File: src/rtl/nrn_pkg.sv
// Shared constants, payload types and datapath command codes of the neuron block.
package nrn_pkg;

   // Fixed-point format of the activation arithmetic
   localparam int FRAC_BITS   = 16;
   localparam int MAX_WEIGHTS = 256;

   // Field and register widths
   localparam int FIELD_W = 17;                 // Q1.16 value, weight, activation
   localparam int CNT_W   = 9;
   localparam int ACC_W   = 42;                 // Q10.32 running sum
   localparam int THR_W   = 25;
   localparam int STP_W   = 16;
   localparam int SYM_W   = 17;
   localparam int CSR_W   = 3;
   localparam int CSR_D_W = 25;

   // Shared multiplier and divider sizes
   localparam int MOP_W  = 21;
   localparam int MUL_W  = 2 * MOP_W;
   localparam int XMAG_W = 33;
   localparam int U_W    = 36;
   localparam int SP_W   = 34;
   localparam int DIVD_W = 33;
   localparam int DVS_W  = 18;
   localparam int DSTEP_W = 6;

   // Constants
   localparam logic [CNT_W-1:0]   CNT_MAX   = '1;
   localparam logic [CNT_W-1:0]   WC_MAX    = CNT_W'(MAX_WEIGHTS);
   localparam logic [ACC_W-1:0]   ACC_MAX   = '1;
   localparam logic [FIELD_W-1:0] ONE_F     = FIELD_W'(1 << FRAC_BITS);
   localparam logic [15:0]        LN2_F     = 16'd45426;          // round(ln2 * 2^16)
   localparam logic [19:0]        EXP_LIMIT = 20'd772242;         // 17 * LN2_F
   localparam logic [XMAG_W-1:0]  XSAT      = XMAG_W'(64'h1_0000_0000);
   localparam logic [3:0]         I_FIRST   = 4'd8;
   localparam logic [3:0]         K_FIRST   = 4'd3;
   localparam logic [3:0]         K_LAST    = 4'd11;
   localparam logic [DSTEP_W-1:0] DIV_LAST  = DSTEP_W'(DIVD_W - 1);

   // Register indexes of the configuration port
   localparam logic [CSR_W-1:0] CSR_WEIGHT_COUNT = 3'd0;
   localparam logic [CSR_W-1:0] CSR_THRESHOLD    = 3'd1;
   localparam logic [CSR_W-1:0] CSR_STEEPNESS    = 3'd2;
   localparam logic [CSR_W-1:0] CSR_SYMMETRY     = 3'd3;

   typedef struct packed {
      logic [FIELD_W-1:0] value;
      logic [FIELD_W-1:0] weight;
      logic               last;
   } req_type;

   typedef struct packed {
      logic [FIELD_W-1:0] activation;
      logic               count_error;
   } rsp_type;

   // Datapath micro-operations issued by the controller
   typedef enum logic [4:0] {
      OP_NONE,
      OP_MAC_MUL,
      OP_MAC_ADD,
      OP_DIFF,
      OP_XMUL_LO,
      OP_XMUL_HI,
      OP_XSAT,
      OP_EXP_INIT,
      OP_EXP_MUL,
      OP_EXP_DIV,
      OP_EXP_STEP,
      OP_EXP_END,
      OP_LN_DIV,
      OP_LN_W,
      OP_LN_SQ,
      OP_LN_W2,
      OP_LN_MUL,
      OP_LN_DIV2,
      OP_LN_ACC,
      OP_SP,
      OP_YMUL_LO,
      OP_YMUL_HI,
      OP_Y,
      OP_OUT
   } dp_op_type;

   typedef struct packed {
      dp_op_type op;
   } dp_cmd_type;

   typedef struct packed {
      logic exp_big;    // exponent argument gives zero
      logic div_busy;
      logic i_one;      // last Horner step
      logic k_last;     // last series term
   } dp_sts_type;

endpackage

File: src/rtl/nrn_div.sv
// Restoring divider, one quotient bit per cycle.
module nrn_div (
   input  logic                         clock,
   input  logic                         reset,
   input  logic                         start,
   input  logic [nrn_pkg::DIVD_W-1:0]   dividend,
   input  logic [nrn_pkg::DVS_W-1:0]    divisor,
   output logic                         busy,
   output logic [nrn_pkg::DIVD_W-1:0]   quotient
);
   import nrn_pkg::*;

   logic                busy_ff, busy_in;
   logic [DSTEP_W-1:0]  step_ff, step_in;
   logic [DVS_W-1:0]    rem_ff, rem_in;
   logic [DVS_W-1:0]    dvs_ff, dvs_in;
   logic [DIVD_W-1:0]   quo_ff, quo_in;
   logic [DVS_W:0]      trial;
   logic [DVS_W:0]      diff;
   logic                fits;

   // Trial subtraction of one step
   assign trial = {rem_ff, quo_ff[DIVD_W-1]};
   assign diff  = trial - {1'b0, dvs_ff};
   assign fits  = trial >= {1'b0, dvs_ff};

   always_comb begin
      busy_in = busy_ff;
      step_in = step_ff;
      rem_in  = rem_ff;
      dvs_in  = dvs_ff;
      quo_in  = quo_ff;
      if (start) begin
         busy_in = 1'b1;
         step_in = '0;
         rem_in  = '0;
         dvs_in  = divisor;
         quo_in  = dividend;
      end else if (busy_ff) begin
         rem_in  = fits ? diff[DVS_W-1:0] : trial[DVS_W-1:0];
         quo_in  = {quo_ff[DIVD_W-2:0], fits};
         step_in = step_ff + 1'b1;
         if (step_ff == DIV_LAST) begin
            busy_in = 1'b0;
         end
      end
   end

   always_ff @(posedge clock) begin
      if (reset) begin
         busy_ff <= 1'b0;
         step_ff <= '0;
      end else begin
         busy_ff <= busy_in;
         step_ff <= step_in;
      end
      rem_ff <= rem_in;
      dvs_ff <= dvs_in;
      quo_ff <= quo_in;
   end

   assign busy     = busy_ff;
   assign quotient = quo_ff;

   // A new division never starts over one in flight
   a_no_restart: assert property (@(posedge clock) disable iff (reset)
      start |-> !busy_ff)
      else $error("divider started while busy");

endmodule

File: src/rtl/nrn_dp.sv
// Datapath: configuration, multiply-accumulate and the activation arithmetic.
module nrn_dp (
   input  logic                        clock,
   input  logic                        reset,
   input  nrn_pkg::dp_cmd_type         cmd,
   output nrn_pkg::dp_sts_type         sts,
   input  nrn_pkg::req_type            req_payload,
   input  logic                        csr_valid,
   input  logic [nrn_pkg::CSR_W-1:0]   csr_index,
   input  logic [nrn_pkg::CSR_D_W-1:0] csr_data,
   output nrn_pkg::rsp_type            rsp_payload
);
   import nrn_pkg::*;

   // Configuration
   logic [CNT_W-1:0]  wc_ff, wc_in;
   logic [THR_W-1:0]  thr_ff, thr_in;
   logic [STP_W-1:0]  stp_ff, stp_in;
   logic [SYM_W-1:0]  sym_ff, sym_in;
   // Running state
   logic [ACC_W-1:0]  acc_ff, acc_in;
   logic [CNT_W-1:0]  cnt_ff, cnt_in;
   // Working registers
   logic [MUL_W-1:0]  mul_ff, mul_in, lo_ff, lo_in;
   logic [ACC_W-1:0]  dmag_ff, dmag_in;
   logic              xpos_ff, xpos_in;
   logic [XMAG_W-1:0] xmag_ff, xmag_in;
   logic [U_W-1:0]    u_ff, u_in;
   logic [4:0]        n_ff, n_in;
   logic [15:0]       r_ff, r_in;
   logic [FIELD_W-1:0] p_ff, p_in, e_ff, e_in;
   logic [3:0]        i_ff, i_in, k_ff, k_in;
   logic [15:0]       w_ff, w_in, w2_ff, w2_in, term_ff, term_in;
   logic [FIELD_W-1:0] sum_ff, sum_in;
   logic [SP_W-1:0]   sp_ff, sp_in;
   logic [FIELD_W-1:0] act_ff, act_in;
   logic              err_ff, err_in;

   logic [MOP_W-1:0]  mop_a, mop_b;
   logic [STP_W-1:0]  kmag;
   logic [ACC_W:0]    acc_sum;
   logic [ACC_W-1:0]  tq;
   logic              dneg;
   logic [37:0]       xsum;
   logic [34:0]       xval;
   logic [U_W-1:0]    ysum;
   logic [4:0]        nsel;
   logic [FIELD_W-1:0] sym_wr;
   logic              exp_big;
   logic              div_start;
   logic [DIVD_W-1:0] div_dividend, div_q;
   logic [DVS_W-1:0]  div_divisor;
   logic              div_busy;
   logic [3:0]        rdiv;
   logic [MOP_W-1:0]  rcp;
   logic [15:0]       rquo;

   // Slope magnitude (two's complement negate)
   assign kmag = stp_ff[STP_W-1] ? STP_W'(16'd0 - stp_ff) : stp_ff;

   // Reciprocal of the Horner and series divisors: 2^20 / d rounded up, exact for
   // 16-bit dividends
   always_comb begin
      rdiv = (cmd.op == OP_LN_DIV2) ? k_ff : i_ff;
      case (rdiv)
         4'd1:    rcp = 21'd1048576;
         4'd2:    rcp = 21'd524288;
         4'd3:    rcp = 21'd349526;
         4'd4:    rcp = 21'd262144;
         4'd5:    rcp = 21'd209716;
         4'd6:    rcp = 21'd174763;
         4'd7:    rcp = 21'd149797;
         4'd8:    rcp = 21'd131072;
         4'd9:    rcp = 21'd116509;
         4'd10:   rcp = 21'd104858;
         4'd11:   rcp = 21'd95326;
         default: rcp = '0;
      endcase
   end

   // Quotient of the reciprocal multiply
   assign rquo = mul_ff[35:20];

   // Shared multiplier operand selection
   always_comb begin
      case (cmd.op)
         OP_MAC_MUL: begin
            mop_a = MOP_W'(req_payload.value);
            mop_b = MOP_W'(req_payload.weight);
         end
         OP_XMUL_LO: begin
            mop_a = MOP_W'(kmag);
            mop_b = dmag_ff[20:0];
         end
         OP_XMUL_HI: begin
            mop_a = MOP_W'(kmag);
            mop_b = dmag_ff[41:21];
         end
         OP_EXP_MUL: begin
            mop_a = MOP_W'(r_ff);
            mop_b = MOP_W'(p_ff);
         end
         OP_EXP_DIV, OP_LN_DIV2: begin
            mop_a = MOP_W'(mul_ff[31:16]);
            mop_b = rcp;
         end
         OP_LN_SQ: begin
            mop_a = MOP_W'(w_ff);
            mop_b = MOP_W'(w_ff);
         end
         OP_LN_MUL: begin
            mop_a = MOP_W'(term_ff);
            mop_b = MOP_W'(w2_ff);
         end
         OP_YMUL_LO: begin
            mop_a = MOP_W'(sym_ff);
            mop_b = MOP_W'(sp_ff[16:0]);
         end
         OP_YMUL_HI: begin
            mop_a = MOP_W'(sym_ff);
            mop_b = MOP_W'(sp_ff[33:17]);
         end
         default: begin
            mop_a = '0;
            mop_b = '0;
         end
      endcase
   end

   assign mul_in = mop_a * mop_b;

   // Helper terms
   assign acc_sum = {1'b0, acc_ff} + (ACC_W + 1)'(mul_ff[33:0]);
   assign tq      = ACC_W'({thr_ff, 16'd0});
   assign dneg    = acc_ff < tq;
   assign xsum    = 38'(mul_ff[36:0]) + 38'(lo_ff[41:21]);
   assign xval    = xsum[37:3];
   assign ysum    = U_W'({mul_ff[33:0], 1'b0}) + U_W'(lo_ff[41:16]);
   assign exp_big = u_ff >= U_W'(EXP_LIMIT);
   assign sym_wr  = (csr_data[16:0] > ONE_F) ? ONE_F : csr_data[16:0];

   // Range reduction: n = floor(u / ln2) by compare against multiples
   always_comb begin
      nsel = '0;
      for (int k = 1; k <= 16; k++) begin
         if (u_ff >= U_W'(k * 45426)) begin
            nsel = 5'(k);
         end
      end
   end

   // Divider operand selection
   always_comb begin
      div_start = 1'b0;
      div_dividend = '0;
      div_divisor  = '0;
      case (cmd.op)
         OP_LN_DIV: begin
            div_start    = 1'b1;
            div_dividend = {e_ff, 16'd0};
            div_divisor  = DVS_W'({ONE_F, 1'b0}) + DVS_W'(e_ff);
         end
         default: begin
            div_start = 1'b0;
         end
      endcase
   end

   nrn_div u_div (
      .clock    (clock),
      .reset    (reset),
      .start    (div_start),
      .dividend (div_dividend),
      .divisor  (div_divisor),
      .busy     (div_busy),
      .quotient (div_q)
   );

   // Next-state of the working registers
   always_comb begin
      wc_in   = wc_ff;
      thr_in  = thr_ff;
      stp_in  = stp_ff;
      sym_in  = sym_ff;
      acc_in  = acc_ff;
      cnt_in  = cnt_ff;
      lo_in   = lo_ff;
      dmag_in = dmag_ff;
      xpos_in = xpos_ff;
      xmag_in = xmag_ff;
      u_in    = u_ff;
      n_in    = n_ff;
      r_in    = r_ff;
      p_in    = p_ff;
      e_in    = e_ff;
      i_in    = i_ff;
      k_in    = k_ff;
      w_in    = w_ff;
      w2_in   = w2_ff;
      term_in = term_ff;
      sum_in  = sum_ff;
      sp_in   = sp_ff;
      act_in  = act_ff;
      err_in  = err_ff;

      // configuration write
      if (csr_valid) begin
         case (csr_index)
            CSR_WEIGHT_COUNT: wc_in  = csr_data[CNT_W-1:0];
            CSR_THRESHOLD:    thr_in = csr_data[THR_W-1:0];
            CSR_STEEPNESS:    stp_in = csr_data[STP_W-1:0];
            CSR_SYMMETRY:     sym_in = sym_wr;
            default:          wc_in  = wc_ff;
         endcase
      end

      case (cmd.op)
         OP_MAC_ADD: begin
            acc_in = acc_sum[ACC_W] ? ACC_MAX : acc_sum[ACC_W-1:0];
            if (cnt_ff != CNT_MAX) begin
               cnt_in = cnt_ff + 1'b1;
            end
         end
         OP_DIFF: begin
            dmag_in = dneg ? tq - acc_ff : acc_ff - tq;
            xpos_in = (dneg != stp_ff[STP_W-1]) && (acc_ff != tq) && (kmag != '0);
         end
         OP_XMUL_HI: begin
            lo_in = mul_ff;
         end
         OP_XSAT: begin
            xmag_in = (xval > 35'(XSAT)) ? XSAT : xval[XMAG_W-1:0];
            u_in    = (xval > 35'(XSAT)) ? U_W'(XSAT) : U_W'(xval);
         end
         OP_EXP_INIT: begin
            n_in = nsel;
            r_in = 16'(u_ff[19:0] - 20'(nsel) * 20'(LN2_F));
            p_in = ONE_F;
            i_in = I_FIRST;
         end
         OP_EXP_STEP: begin
            p_in = ONE_F - FIELD_W'(rquo);
            i_in = i_ff - 1'b1;
         end
         OP_EXP_END: begin
            e_in = exp_big ? '0 : (p_ff >> n_ff);
         end
         OP_LN_W: begin
            w_in = div_q[15:0];
         end
         OP_LN_W2: begin
            w2_in   = mul_ff[31:16];
            term_in = w_ff;
            sum_in  = FIELD_W'(w_ff);
            k_in    = K_FIRST;
         end
         OP_LN_DIV2: begin
            term_in = mul_ff[31:16];
         end
         OP_LN_ACC: begin
            sum_in = sum_ff + FIELD_W'(rquo);
            k_in   = k_ff + 4'd2;
         end
         OP_SP: begin
            sp_in = SP_W'({sum_ff, 1'b0}) + (xpos_ff ? SP_W'(xmag_ff) : '0);
         end
         OP_YMUL_HI: begin
            lo_in = mul_ff;
         end
         OP_Y: begin
            u_in = ysum;
         end
         OP_OUT: begin
            act_in = (e_ff > ONE_F) ? ONE_F : e_ff;
            err_in = (cnt_ff != wc_ff) || (wc_ff == '0) || (wc_ff > WC_MAX);
            acc_in = '0;
            cnt_in = '0;
         end
         default: begin
            lo_in = lo_ff;
         end
      endcase
   end

   always_ff @(posedge clock) begin
      if (reset) begin
         wc_ff  <= CNT_W'(1);
         thr_ff <= '0;
         stp_ff <= STP_W'(256);
         sym_ff <= ONE_F;
         acc_ff <= '0;
         cnt_ff <= '0;
      end else begin
         wc_ff  <= wc_in;
         thr_ff <= thr_in;
         stp_ff <= stp_in;
         sym_ff <= sym_in;
         acc_ff <= acc_in;
         cnt_ff <= cnt_in;
      end
      mul_ff  <= mul_in;
      lo_ff   <= lo_in;
      dmag_ff <= dmag_in;
      xpos_ff <= xpos_in;
      xmag_ff <= xmag_in;
      u_ff    <= u_in;
      n_ff    <= n_in;
      r_ff    <= r_in;
      p_ff    <= p_in;
      e_ff    <= e_in;
      i_ff    <= i_in;
      k_ff    <= k_in;
      w_ff    <= w_in;
      w2_ff   <= w2_in;
      term_ff <= term_in;
      sum_ff  <= sum_in;
      sp_ff   <= sp_in;
      act_ff  <= act_in;
      err_ff  <= err_in;
   end

   // Status to the controller
   assign sts.exp_big  = exp_big;
   assign sts.div_busy = div_busy;
   assign sts.i_one    = (i_ff == 4'd1);
   assign sts.k_last   = (k_ff == K_LAST);

   assign rsp_payload.activation  = act_ff;
   assign rsp_payload.count_error = err_ff;

   // Series divisor stays on the odd terms three to eleven
   a_k_range: assert property (@(posedge clock) disable iff (reset)
      (cmd.op == OP_LN_ACC) |-> (k_ff[0] && (k_ff <= K_LAST) && (k_ff >= K_FIRST)))
      else $error("series index out of range");

endmodule

File: src/rtl/nrn_ctrl.sv
// Controller: sequences accumulation, activation evaluation and the result register.
module nrn_ctrl (
   input  logic                clock,
   input  logic                reset,
   input  logic                req_valid,
   input  logic                req_last,
   output logic                req_stall,
   output logic                rsp_valid,
   input  logic                rsp_stall,
   output nrn_pkg::dp_cmd_type cmd,
   input  nrn_pkg::dp_sts_type sts
);
   import nrn_pkg::*;

   typedef enum logic [4:0] {
      ST_IDLE, ST_MAC, ST_DIFF, ST_XLO, ST_XHI, ST_XSAT,
      ST_EINIT, ST_EMUL, ST_EDIV, ST_ESTEP, ST_EEND,
      ST_LDIV, ST_LWAIT, ST_LW, ST_LSQ, ST_LW2, ST_LMUL, ST_LDIV2, ST_LACC,
      ST_SP, ST_YLO, ST_YHI, ST_Y, ST_OUT
   } state_type;

   state_type state_ff, state_in;
   logic      last_ff, last_in;
   logic      second_ff, second_in;     // second pass of the exponential
   logic      rsp_valid_ff, rsp_valid_in;
   dp_op_type op;

   // Next state and micro-operation
   always_comb begin
      state_in     = state_ff;
      last_in      = last_ff;
      second_in    = second_ff;
      rsp_valid_in = rsp_valid_ff && rsp_stall;
      op           = OP_NONE;
      case (state_ff)
         ST_IDLE: begin
            op = OP_MAC_MUL;
            if (req_valid) begin
               last_in  = req_last;
               state_in = ST_MAC;
            end
         end
         ST_MAC: begin
            op       = OP_MAC_ADD;
            state_in = last_ff ? ST_DIFF : ST_IDLE;
         end
         ST_DIFF: begin
            op       = OP_DIFF;
            state_in = ST_XLO;
         end
         ST_XLO: begin
            op       = OP_XMUL_LO;
            state_in = ST_XHI;
         end
         ST_XHI: begin
            op       = OP_XMUL_HI;
            state_in = ST_XSAT;
         end
         ST_XSAT: begin
            op        = OP_XSAT;
            second_in = 1'b0;
            state_in  = ST_EINIT;
         end
         ST_EINIT: begin
            op       = OP_EXP_INIT;
            state_in = sts.exp_big ? ST_EEND : ST_EMUL;
         end
         ST_EMUL: begin
            op       = OP_EXP_MUL;
            state_in = ST_EDIV;
         end
         ST_EDIV: begin
            // divide by the Horner index through its reciprocal
            op       = OP_EXP_DIV;
            state_in = ST_ESTEP;
         end
         ST_ESTEP: begin
            op       = OP_EXP_STEP;
            state_in = sts.i_one ? ST_EEND : ST_EMUL;
         end
         ST_EEND: begin
            op       = OP_EXP_END;
            state_in = second_ff ? ST_OUT : ST_LDIV;
         end
         ST_LDIV: begin
            op       = OP_LN_DIV;
            state_in = ST_LWAIT;
         end
         ST_LWAIT: begin
            if (!sts.div_busy) begin
               state_in = ST_LW;
            end
         end
         ST_LW: begin
            op       = OP_LN_W;
            state_in = ST_LSQ;
         end
         ST_LSQ: begin
            op       = OP_LN_SQ;
            state_in = ST_LW2;
         end
         ST_LW2: begin
            op       = OP_LN_W2;
            state_in = ST_LMUL;
         end
         ST_LMUL: begin
            op       = OP_LN_MUL;
            state_in = ST_LDIV2;
         end
         ST_LDIV2: begin
            // divide the series term through the reciprocal of its index
            op       = OP_LN_DIV2;
            state_in = ST_LACC;
         end
         ST_LACC: begin
            op       = OP_LN_ACC;
            state_in = sts.k_last ? ST_SP : ST_LMUL;
         end
         ST_SP: begin
            op       = OP_SP;
            state_in = ST_YLO;
         end
         ST_YLO: begin
            op       = OP_YMUL_LO;
            state_in = ST_YHI;
         end
         ST_YHI: begin
            op       = OP_YMUL_HI;
            state_in = ST_Y;
         end
         ST_Y: begin
            op        = OP_Y;
            second_in = 1'b1;
            state_in  = ST_EINIT;
         end
         ST_OUT: begin
            // load the result once the previous one has been taken
            if (!rsp_valid_ff || !rsp_stall) begin
               op           = OP_OUT;
               rsp_valid_in = 1'b1;
               state_in     = ST_IDLE;
            end
         end
         default: begin
            state_in = ST_IDLE;
         end
      endcase
   end

   always_ff @(posedge clock) begin
      if (reset) begin
         state_ff     <= ST_IDLE;
         last_ff      <= 1'b0;
         second_ff    <= 1'b0;
         rsp_valid_ff <= 1'b0;
      end else begin
         state_ff     <= state_in;
         last_ff      <= last_in;
         second_ff    <= second_in;
         rsp_valid_ff <= rsp_valid_in;
      end
   end

   assign req_stall = (state_ff != ST_IDLE);
   assign rsp_valid = rsp_valid_ff;
   assign cmd.op    = op;

   // No exponential starts while a division is still running
   a_div_idle: assert property (@(posedge clock) disable iff (reset)
      (state_ff == ST_EINIT) |-> !sts.div_busy)
      else $error("exponential started with divider busy");

   // A result only appears from the output state
   a_rsp_src: assert property (@(posedge clock) disable iff (reset)
      $rose(rsp_valid_ff) |-> $past(state_ff == ST_OUT))
      else $error("result raised outside output state");

endmodule

File: src/rtl/neuron_dot_product_richards_activation.sv
// Top level of the neuron: dot product with a generalised logistic activation.
//
// Input channel (req_): one value/weight pair per transfer, both Q1.16 in 0 to 1;
// req_payload.last marks the final element of a vector. Each element is
// multiplied, then accumulated with saturation; req_stall is high while it accumulates.
// Result channel (rsp_): one transfer per vector, activation in Q1.16 and a
// count_error flag when the element count is not weight_count, or weight_count is 0 or above 256.
// After the last element the activation is evaluated by the controller on a
// shared multiplier before rsp_valid rises. The log series uses the
// one-bit-a-cycle divider, and each exponential uses Horner divisions by
// reciprocal multiply; the Horner steps of an exponential whose argument is
// out of range are skipped.
// The result sits in an output register; new elements are accepted while it
// waits. If the receiver stalls, a second finished vector waits in the
// controller until the first result has been transferred.
// Configuration (csr_): index/data writes, always ready; write only while idle.
// Reset (synchronous, active high) restores the default registers and clears
// the accumulator, the element count and the result valid flag.
module neuron_dot_product_richards_activation (
   input  logic                        clock,
   input  logic                        reset,
   input  logic                        req_valid,
   output logic                        req_stall,
   input  nrn_pkg::req_type            req_payload,
   output logic                        rsp_valid,
   input  logic                        rsp_stall,
   output nrn_pkg::rsp_type            rsp_payload,
   input  logic                        csr_valid,
   output logic                        csr_ready,
   input  logic [nrn_pkg::CSR_W-1:0]   csr_index,
   input  logic [nrn_pkg::CSR_D_W-1:0] csr_data
);
   import nrn_pkg::*;

   dp_cmd_type cmd;
   dp_sts_type sts;

   assign csr_ready = 1'b1;

   nrn_ctrl u_ctrl (
      .clock     (clock),
      .reset     (reset),
      .req_valid (req_valid),
      .req_last  (req_payload.last),
      .req_stall (req_stall),
      .rsp_valid (rsp_valid),
      .rsp_stall (rsp_stall),
      .cmd       (cmd),
      .sts       (sts)
   );

   nrn_dp u_dp (
      .clock       (clock),
      .reset       (reset),
      .cmd         (cmd),
      .sts         (sts),
      .req_payload (req_payload),
      .csr_valid   (csr_valid & csr_ready),
      .csr_index   (csr_index),
      .csr_data    (csr_data),
      .rsp_payload (rsp_payload)
   );

endmodule

File: config.mk
export PLATFORM = sky130hd
export DESIGN_NAME = neuron_dot_product_richards_activation
export DESIGN_NICKNAME = d
export VERILOG_FILES = /design/src/rtl/nrn_pkg.sv /design/src/rtl/nrn_div.sv /design/src/rtl/nrn_dp.sv /design/src/rtl/nrn_ctrl.sv /design/src/rtl/neuron_dot_product_richards_activation.sv
export SDC_FILE = /design/constraint.sdc
export NUM_CORES = 2
export LEC_CHECK = 0
export BUFFER_PORTS_ARGS = -buffer_cell sky130_fd_sc_hd__buf_2
export CORE_ASPECT_RATIO = 0.6
export CORE_MARGIN = 8
export CORE_UTILIZATION = 35
export DETAILED_ROUTE_END_ITERATION = 8
export GPL_TIMING_DRIVEN = 0
export SLEW_MARGIN = 5
export SYNTH_ARGS = -nofsm -noshare
export SYNTH_HDL_FRONTEND = slang
export SYNTH_SLANG_ARGS = --single-unit
File: constraint.sdc
create_clock -name clock -period 11.5 [get_ports clock]
set_input_delay 2.3 -clock clock [delete_from_list [all_inputs] [get_ports clock]]
set_output_delay 2.3 -clock clock [all_outputs]
set_load 0.1 [all_outputs]
==> out/metrics.csv <==
stage,metric,value,unit
sta,# setup viols final,0,
detailed_routing,DR vias,40310,
synthesis,ys flop type,edfxtp_1,
sta,Final Hold Viols,0,
global_routing,initial antenna violation count,27,
sta,fmax,89.04,MHz
synthesis,Adder-Cell Fraction of Synth Area,21.65,%
synthesis,Yosys Warn Count,0,
die,Top Ports,89,
cts,CTS tree,done,
die,die area,144300,µm²
cts,Root Driver,clkbuf_16,
setup_path,"Largest delay share family, worst path",adder cells,
detailed_routing,Vias per Instance,5.697,
sta,hold slack,0.4127,ns
worst_hold_path,Hold Path Stages,0,
cts,Clock Tree Buf Depth,3,
sta,Final Skew,0.05054,ns
die,Die H,297.5,µm
worst_hold_path,hold_sp,u_dp.mul_ff[37]$_DFF_P_,
placed_design,DP Wirelength,145600,µm
cts,later-pin clock latency in the skew report,0.67,ns
cts,CTS buffer count,57,
setup_path,crit start category,flop,
layout,"most common cell after layout, fill and taps aside",nand2_1,
setup_path,WP buf/inv,7,
cts,hold_buf cts,0,
sta,unrepaired setup endpoints after global routing,false,
sta,worst-margin pin slew,1.489,ns
detailed_routing,first drt pass iteration count,8,
setup_path,critical path's most frequent cell,fa_1,
worst_hold_path,Hold EP,u_dp.lo_ff[37]$_DFFE_PP_,
layout,"commonest cells after routing, fill and taps aside","nand2_1, inv_1, edfxtp_1",
cts,CTS H-tree lvls,2,
global_routing,largest net degree at the start of global routing,34,
layout,P&R area growth vs syn,11.42,%
cts,CTS sink count,553,
synthesis,"Seq/Total Area, Yosys",31.83,%
layout,fillers,13030,
setup_path,Reg-to-Reg End,u_dp.mul_ff[36]$_DFF_P_,
global_routing,first-pass GRT wire length,259500,µm
pwr,Net Sw Power,7049,µW
status,outcome,finished with violations,
layout,Final Instance Area,51500,µm²
global_routing,Total GRT Usage,23.98,%
die,die width,485.2,µm
worst_hold_path,min-delay worst type,flop to flop,
global_routing,total grt overflow,0,
setup_path,CP arrival,11.71,ns
synthesis,synth top area cells,"edfxtp_1, fa_1, ha_1",
synthesis,largest family of logic cells by synthesized area,adder cells,
synthesis,"synthesized-area fraction occupied by ao, oa, aoi and oai cells",16.41,%
synthesis,Yosys reg bits,553,
pwr,Gate power share,63.4,%
detailed_routing,residual DRC count,0,
synthesis,post-synthesis mux area share,1.613,%
sta,minimum clock period,11.23,ns
synthesis,Simple-Gate Fraction of Synth Area,16.90,%
setup_path,FF-to-FF path depth,28,
synthesis,post-synth top area cell,edfxtp_1,
placed_design,RD Place Congestion,1.030,
synthesis,Mapped Area,46220,µm²
setup_path,Worst Path Max Fanout,10,
synthesis,"EDFF count, synth",364,
pwr,clock power share,15.6,%
setup_path,R2R Path Start,u_ctrl.state_ff[4]$_SDFFE_PP0P_,
global_routing,vias in the first global route,37510,
detailed_routing,WL final,180400,µm
die,Core Area,131300,µm²
detailed_routing,Iter 0 DRT Violations,5283,
pwr,sw frac,52.05,%
detailed_routing,Post-DRT Antenna Nets,0,
pwr,power density over the cells,263.0,nW/µm²
setup_path,Setup Crit Path Kind,flop to flop,
sta,worst relative slew slack,-0.004841,%
pwr,worst vdd ir,0.3074,mV
die,row count,103,
status,failing checks,"capacitance limit, slew limit",
pwr,sequential share of power,21.0,%
setup_path,worst endpoint required time,11.98,ns
synthesis,XOR/XNOR Fraction of Synth Area,5.192,%
die,Initial Utilization,35.20,%
sta,Max Slew Vio Count,1,
setup_path,"Slowest-stage cell, CP",clkbuf_1,
placed_design,Area after DPL,49150,µm²
setup_path,Crit. End Element,flop,
layout,fin nets,5926,
pwr,Pwr Total,13540,µW
synthesis,cell count after synthesis,5065,
placed_design,number of I/O port buffers,87,
sta,post-route clock period utilization,97.66,%
synthesis,mean post-synth cell area,9.126,µm²
synthesis,asr flop ratio synth,0,%
setup_path,slowest cell delay on critical path,0.66,ns
run,max-cap violation count,2,
pwr,Int Pwr,6495,µW
synthesis,Synth top area share,23.65,%
pwr,Static Leak,0.02117,µW
setup_path,R2R setup slack,0.27,ns
synthesis,Synth cell types,107,
cts,"Reg clk slew, reported paths",0.07,ns
detailed_routing,WL per Instance,25.49,µm
layout,layout cell share with drive strength beyond 1,7.173,%
## state kept, by name, indices dropped and copies added, names as in the netlist, 25 cells and up
name / count
u_dp.dmag_ff: 42
u_dp.xmag_ff: 33
u_dp.sp_ff: 34
u_dp.u_div.quotient: 33
u_dp.acc_ff: 42
u_dp.thr_ff: 25
u_dp.u_ff: 36
u_dp.mul_ff: 38
## worst max-delay path by stage
| stage | cells after the start | slack, ns | from | to |
|---|---|---|---|---|
| global route | 31 | 0.001 | u_ctrl.state_ff[4]$_SDFFE_PP0P_ | u_dp.mul_ff[36]$_DFF_P_ |
| global placement | 30 | -0.28 | u_ctrl.state_ff[1]$_SDFFE_PP0P_ | u_dp.mul_ff[36]$_DFF_P_ |
| detailed placement | 30 | -0.34 | u_ctrl.state_ff[1]$_SDFFE_PP0P_ | u_dp.mul_ff[36]$_DFF_P_ |
| CTS | 28 | 0.05 | u_ctrl.state_ff[4]$_SDFFE_PP0P_ | u_dp.mul_ff[36]$_DFF_P_ |
| finish | 28 | 0.27 | u_ctrl.state_ff[4]$_SDFFE_PP0P_ | u_dp.mul_ff[36]$_DFF_P_ |
| floorplan | 25 | 2.60 | req_payload[9] | u_dp.mul_ff[37]$_DFF_P_ |
## cells by family (layout without fill, tap and decap cells)
family	after synthesis	after routing
AND/OR/NAND/NOR	1656	1656
AO/OA/AOI/OAI	1125	1125
buffers and inverters	761	975
adder cells (fa/ha/maj)	623	623
flip-flops	553	553
XOR/XNOR	274	274
multiplexers	71	71
other	2	67
## cell type report
| class | count | area, µm² | share of cell area [%] |
|---|---|---|---|
| multi-input cells | 3756 | 28740 | 55.81 |
| flip-flops and latches | 553 | 14710 | 28.57 |
| well taps | 1732 | 2167 | 4.208 |
| inverters | 513 | 1926 | 3.739 |
| clock buffers | 72 | 1639 | 3.182 |
| plain buffers | 247 | 1035 | 2.009 |
| repair buffers | 107 | 661.9 | 1.285 |
| clock inverters | 36 | 469.2 | 0.9110 |
| diodes | 60 | 150.1 | 0.2915 |
## through the flow
step / util, % / setup TNS (ns) / std cells / worst slack, ns
after floorplan: - / 0 / 5070 / 2.599
after global placement: 37.20 / -0.2776 / 6889 / -0.2776
after detailed placement: 37.43 / -0.3444 / 6909 / -0.3444
after CTS: 39.03 / 0 / 7016 / 0.04527
after global routing: 39.14 / 0 / 7036 / 0.001275
final: 39.22 / 0 / 7076 / 0.2696
## layer usage
layer / wire [µm] / GRT usage, % / share of wire, %
met1: 83240 / 36.59 / 46
met2: 64080 / 29.50 / 36
met3: 27670 / 10.68 / 15
met4: 5287 / 6.258 / 2.9
met5: 73 / 1.887 / 0.040
## power by group through the flow
stage          clock, µW  sequential [µW]  combinational, µW
6_report            2110             2850               8580
5_1_grt             2200             2840               9290
4_1_cts             2130             2810               8120
3_5_place_dp           0             2850               8040
3_3_place_gp           0             2860               7950
2_1_floorplan          0             2560               5190
## synth_stat cells (all sizes together) (42+ instances only)
library cell,number
nand2,644
inv,511
edfxtp,364
nor2,356
ha,328
a21oi,314
fa,295
clkbuf,204
o21ai,198
dfxtp,189
xnor2,174
and2,136
nor3,109
xor2,100
a21o,94
nand3,78
a211oi,75
a22oi,65
nor2b,63
nand2b,50
mux2i,49
nand4,48
o21a,46
or3,45
buf,44
o31ai,42
## timing repair
item	in CTS	in global routing
endpoints found under the setup margin	2	3
buffers inserted	0	0
gates resized for setup	1	26
pin swaps	0	1
Note: power is estimated with default switching activity, not from simulation.
